[src/rtl/stc_pkg.sv]
// ----------------------------------------------------------------------------
// stc_pkg
// Shared request, response, cell link and control types for the sorted table.
// ----------------------------------------------------------------------------
package stc_pkg;

  localparam int KEY_W     = 32;
  localparam int PAYLOAD_W = 16;
  localparam int SLOT_W    = 6;
  localparam int COUNT_W   = 7;
  localparam int OUTCOME_W = 2;

  localparam logic [OUTCOME_W-1:0] OUTCOME_INSERTED = 2'd0;
  localparam logic [OUTCOME_W-1:0] OUTCOME_REPLACED = 2'd1;
  localparam logic [OUTCOME_W-1:0] OUTCOME_DROPPED  = 2'd2;

  typedef struct packed {
    logic [KEY_W-1:0]     position_key;
    logic [PAYLOAD_W-1:0] payload_handle;
  } req_t;

  typedef struct packed {
    logic [OUTCOME_W-1:0] outcome;
    logic [SLOT_W-1:0]    slot;
    logic [COUNT_W-1:0]   entry_count;
  } rsp_t;

  // Data one cell hands to its upper neighbor.
  typedef struct packed {
    logic [KEY_W-1:0]     key;
    logic [PAYLOAD_W-1:0] payload;
    logic                 lt;
  } link_t;

  // Broadcast control from the top level to every cell.
  typedef struct packed {
    logic                 cmp;
    logic                 upd;
    logic                 rep;
    logic                 ins;
    logic [KEY_W-1:0]     key;
    logic [PAYLOAD_W-1:0] payload;
  } ctrl_t;

endpackage

[src/rtl/stc_cell.sv]
// ----------------------------------------------------------------------------
// stc_cell
// One slot of the sorted table: holds a key and payload, compares against the
// broadcast key, shifts up from below on insert and swaps payload on a match.
// ----------------------------------------------------------------------------
module stc_cell #(
  parameter int INDEX = 0,
  parameter int CNT_W = 7
) (
  input  logic                 clk,
  input  logic                 rst_n,
  input  stc_pkg::ctrl_t       ctrl,
  input  logic [CNT_W-1:0]     count,
  input  stc_pkg::link_t       prev,
  output stc_pkg::link_t       link,
  output logic                 pos_hit,
  output logic                 eq_hit
);

  logic [stc_pkg::KEY_W-1:0]     key_r;
  logic [stc_pkg::PAYLOAD_W-1:0] payload_r;
  logic                          lt_r;
  logic                          eq_r;
  logic                          valid;

  assign valid = CNT_W'(INDEX) < count;

  always_ff @(posedge clk) begin
    if (!rst_n) begin
      lt_r <= 1'b0;
      eq_r <= 1'b0;
    end else if (ctrl.cmp) begin
      lt_r <= valid && (key_r < ctrl.key);
      eq_r <= valid && (key_r == ctrl.key);
    end
  end

  always_ff @(posedge clk) begin
    if (ctrl.upd) begin
      if (ctrl.rep) begin
        if (eq_r) begin
          payload_r <= ctrl.payload;
        end
      end else if (ctrl.ins && !lt_r) begin
        if (prev.lt) begin
          key_r     <= ctrl.key;
          payload_r <= ctrl.payload;
        end else begin
          key_r     <= prev.key;
          payload_r <= prev.payload;
        end
      end
    end
  end

  assign link.key     = key_r;
  assign link.payload = payload_r;
  assign link.lt      = lt_r;
  assign pos_hit      = !lt_r && prev.lt;
  assign eq_hit       = eq_r;

endmodule

[config.mk]
export PLATFORM = sky130hd
export DESIGN_NAME = stc_cell
export DESIGN_NICKNAME = d
export VERILOG_FILES = /design/src/rtl/stc_pkg.sv /design/src/rtl/stc_cell.sv
export SDC_FILE = /design/constraint.sdc
export NUM_CORES = 1
export LEC_CHECK = 0
export ABC_AREA = 1
export BUFFER_PORTS_ARGS = -buffer_cell sky130_fd_sc_hd__buf_2
export CAP_MARGIN = 10
export CORE_MARGIN = 1.5
export CORE_UTILIZATION = 45
export DETAILED_ROUTE_END_ITERATION = 6
export GPL_TIMING_DRIVEN = 1
export PLACE_DENSITY = 0.84
export SLEW_MARGIN = 10
export SYNTH_ARGS = -nofsm -noshare
export SYNTH_HDL_FRONTEND = slang
export SYNTH_SLANG_ARGS = --single-unit
[constraint.sdc]
create_clock -name clk -period 4 [get_ports clk]
set_input_delay 0.4 -clock clk [delete_from_list [all_inputs] [get_ports clk]]
set_output_delay 0.4 -clock clk [all_outputs]
set_load 0.03 [all_outputs]
; Word-level counts from Yosys, hierarchy flattened
; Cells that the tools add are included.
[classes]
n_lt_le_gt_ge = 2
mux = 5
n_bitwise = 1
n_eq_ne = 2
multipliers = 0
n_div = 0
add_sub_neg = 0
reduce_logical = 8
shifts = 0
[op_table]
columns = operator, count
row1 = two-way mux 16 bit, 4
row2 = equality test 32 bit, 1
row3 = < comparator 32 bit, 1
row4 = two-way mux 32 bit, 1
row5 = < comparator 1 x 7 -> 1 bit (first input constant), 1
row6 = AND reduction 3 bit, 2
row7 = logical AND 1 bit, 4
row8 = inequality test 2 x 1 -> 1 bit (second input constant), 1
row9 = nonzero test 2 bit, 1
row10 = logical NOT 1 bit, 1
row11 = NOT 1 bit, 1
[word_totals]
ram_bits = 0
latch_bits = 0
out_inout_bits = 51
register_bits = 50
mem_count = 0
romBits = 0

; Longest topological paths before layout
[depth]
ltp_word = 4
ltp_mapped = 14
mapped_depth_nobuf = 14

; Least setup slack after synthesis
; Ideal clock, no wire load.
[synth_path]
path_kind = in2reg
start = input ctrl[48] (netlist bit)
end = register payload_r[0] (netlist bit) (enable)
setup_slack_ps = 428
setup_time_ps = 341
required_ps = 3659
stages = 3
arrival_time_ps = 3230
n_path_buf = 0
path_cell_list = nand2_1 > nor3_1 > a31o_2
[synth_via]
elab_chain_cells = 3
[synth_rtl]
columns = item, line
row1 = start: declaration, stc_cell.sv:12  ; input stc_pkg::ctrl_t ctrl,
row2 = logical AND 1 bit, stc_cell.sv:44  ; end else if (ctrl.ins && !lt_r) begin
row3 = nonzero test 2 bit (no source line), --
row4 = AND reduction 3 bit (no source line), --
row5 = end signal: assignment, stc_cell.sv:42  ; payload_r <= ctrl.payload;
row6 = end signal: assignment, stc_cell.sv:47  ; payload_r <= ctrl.payload;
row7 = end signal: assignment, stc_cell.sv:50  ; payload_r <= prev.payload;
row8 = end: declaration, stc_cell.sv:21  ; logic [stc_pkg::PAYLOAD_W-1:0] payload_r;
; No other way between the ends.
; A chain may end at the register's enable or synchronous reset.

; Worst setup path after layout
[layout_path]
start = input prev[0] (netlist bit)
end = output pos_hit
[layout_via]
elab_chain_cells = 1
[layout_rtl]
columns = item, line
row1 = start: declaration, stc_cell.sv:14  ; input stc_pkg::link_t prev,
row2 = logical AND 1 bit, stc_cell.sv:59  ; assign pos_hit = !lt_r && prev.lt;
row3 = end: declaration, stc_cell.sv:16  ; output logic pos_hit,
; No other way between the ends.

==> flow_summary.toml <==
[cells_and_area]
register_area_um2 = 1480
n_antenna_cell = 0
post-route-util_pct = 62.0
nFillCells = 536
area_growth_pct = 31.5
multi_input_area_um2 = 1310
nets = 607
drive_above_1_share_pct = 41.8

[power]
p_leak_uw = 0.00201
switchingPower_uw = 308
swShare_pct = 27.3
power_frac_seq_pct = 53.4
ir_worst_vdd_uv = 182
pwr-share-comb_pct = 20.4
power_density_nw_per_um2 = 286
clock_power_share_pct = 26.2
cell_internal_pwr_uw = 823

[critical_path]
crit_required_ns = 3.60
r2r_cells = 8
cp-end-kind = "primary output"
slowest_stage = "inv_2"
critical-path-top-delay-family = "buffers and inverters"
worstPathArrival_ns = 1.50
reg2reg_from = "key_r[11]"
reg2reg_slack_ns = 2.49
start_kind = "input port"
worst-setup-path-type = "input port to primary output"
cp_max_fo = 64
crit_path_frequent_cell = "buf_2"
slowest_delay_ns = 0.67
startpoint = "prev[0]"
timing.rr.end = "lt_r"
crit_chain = "buf_2, inv_2, nor2_1, buf_2"
path_buf_inv = 3

[clock_tree]
ctsResizeCount = 0
clkTransAtPathRegs_ns = 0.10
clockRootBuffer = "clkbuf_8"
cts.sinks = 50
worstSkewPairLatency_ns = 0.30
cts_tree = "done"
htreeDepth = 2
cts_setup_buffers = 0
cts_buffer_depth = 2
cts_buffers = 5
ctsHoldBuffers = 0

[grt]
grt_pass1_vias = 2518
grt.total_usage_pct = 19.3
grtUsageMet1_pct = 22.4
grt_max_degree = 65
grt_overflow = 0
grt_pass1_wl_mm = 11.1
busiest_layer = "met2"
antenna_found_initial = 0
use_met2_pct = 35.3
met3_usage_pct = 3.24

[min_path]
min_to = "lt_r"
worstHoldStart = "rst_n"
hold-path-cell-count = 3
hold_class = "input port to register"

[synth]
ys_seq_area_share_pct = 49.3
yosysTopAreaCellShare_pct = 47.9
synth.area.top_cells = "edfxtp_1 48%, ha_1 13%, nand2_1 9.5%"
synth_area_um2 = 3010
yosysMostFrequentCell = "nand2_1"
ys_seq_elements = 50
synthCells = 305
synth_warnings = 0
avgSynthCellArea_um2 = 9.86
synth.distinct_cells = 27
async_reset_ff_share_pct = 0
syn-num-nets = 447
synth_flop_cell = "edfxtp_1"
synth_common_cells = "76 x nand2_1, 48 x edfxtp_1, 44 x inv_1"
synth.largest_area_cell = "edfxtp_1"
synth-edff-count = 48

[route]
drc = 0
wl_mm = 6.96
wl_per_cell_um = 12.8
drt_iter0_markers = 89
final_antenna_net_count = 0
drt-vias-per-instance = 4.78
detail_route.first_pass.iterations = 4
vias = 2595

[die]
start_util_pct = 47.1
row_count = 29
core_area_um2 = 6390
die_h_um = 84.8
dieArea_um2 = 7180
io_pins = 161
die_w_um = 84.8

[placed_design]
port_buffers = 160
gp_congestion = 0.796
hpwl_mm = 5.61

[timing]
finalHoldViolations = 0
finClkSkew_ns = 0.00629
fin_crit_sh_pct = 47.6
max_freq_mhz = 526
holdWs_ns = 0.331
fin_setup_tns_ns = 0
setup_viol_count_final = 0
slew_headroom_pct = 38.5
fin_crit_ns = 1.90
slew_viol_final = 0
rsz0062_at_grt = "no"
worstMarginPinSlew_ns = 0.921

[flow_run]
maxCapViolCount = 0

[outcome]
status = "finished, final reports clean"
[stage by stage]
step	cells	total power [µW]	setup slack (ns)	cell area (µm²)
2_1_floorplan	305	758	0.428	3010
3_3_place_gp	535	838	2.16	3870
3_5_place_dp	535	849	2.10	3870
4_1_cts	543	1140	2.10	3960
5_1_grt	543	1190	1.99	3960
6_report	543	1130	2.10	3960
[cell usage in the layout, fill, tap and decap left out]
cell type / n
nand2_1: 76
nand4_1: 2
nor2_4: 1
nor3_2: 1
o21a_1: 1
nor2_1: 15
inv_1: 44
nand2_2: 2
mux2_2: 6
buf_4: 1
clkbuf_8: 5
a21o_1: 1
dfxtp_1: 2
a21oi_1: 13
o21ai_1: 11
clkinvlp_4: 2
a31o_2: 1
inv_2: 1
edfxtp_1: 48
o21ai_0: 22
nand3_1: 2
buf_2: 160
ha_1: 32
a21oi_2: 2
o21bai_1: 1
mux2_4: 10
clkbuf_1: 1
nor2_2: 3
[final cells by class]
class / instances / share of cell area [%]
Clock buffer: 6 / 1.83
Multi-Input combinational cell: 202 / 33.2
Tap cell: 77 / 2.44
Clock inverter: 2 / 0.380
Timing Repair Buffer: 161 / 20.4
Inverter: 45 / 4.27
Sequential cell: 50 / 37.4
[cells by family after synthesis]
| group | synth area share, % |
|---|---|
| flip-flops | 49.3 |
| adder cells (fa/ha/maj) | 13.3 |
| buffers and inverters | 7.24 |
| AND/OR/NAND/NOR | 13.7 |
| multiplexers | 7.24 |
| AO/OA/AOI/OAI | 9.28 |
[worst max path at each step]
| stage | end | cells past startpoint |
|---|---|---|
| 2_1_floorplan | payload_r[0] | 3 |
| 3_3_place_gp | pos_hit | 4 |
| 3_5_place_dp | pos_hit | 4 |
| 4_1_cts | pos_hit | 4 |
| 5_1_grt | pos_hit | 4 |
| 6_report | pos_hit | 4 |
[sequential cells by signal, summed over array words and instances, names as in the netlist]
signal / count
eq_hit: 1
key_r: 32
lt_r: 1
payload_r: 16
[worst reg2reg max path, cell delays in order (launching register included)]
cell	delay [ns]
edfxtp_1	0.43
ha_1	0.34
a21oi_1	0.16
nand2_1	0.07
a21oi_1	0.15
nand2_1	0.09
nand2_1	0.06
nand2_1	0.05
a21oi_2	0.10
[power by group through the flow]
stage | sequential, µW | clock, µW | combinational, µW
2_1_floorplan | 646 | 0 | 112
3_3_place_gp | 616 | 0 | 222
3_5_place_dp | 616 | 0 | 232
4_1_cts | 604 | 302 | 233
5_1_grt | 606 | 322 | 258
6_report | 604 | 296 | 231
[routing by layer]
layer  vias up  share of wire, %
met3        12               5.6
met2        96                51
met1      1144                41
met4         0               2.0
met5         -                 0
li1       1343                 -
No activity file was read; power rests on OpenSTA's default activity.
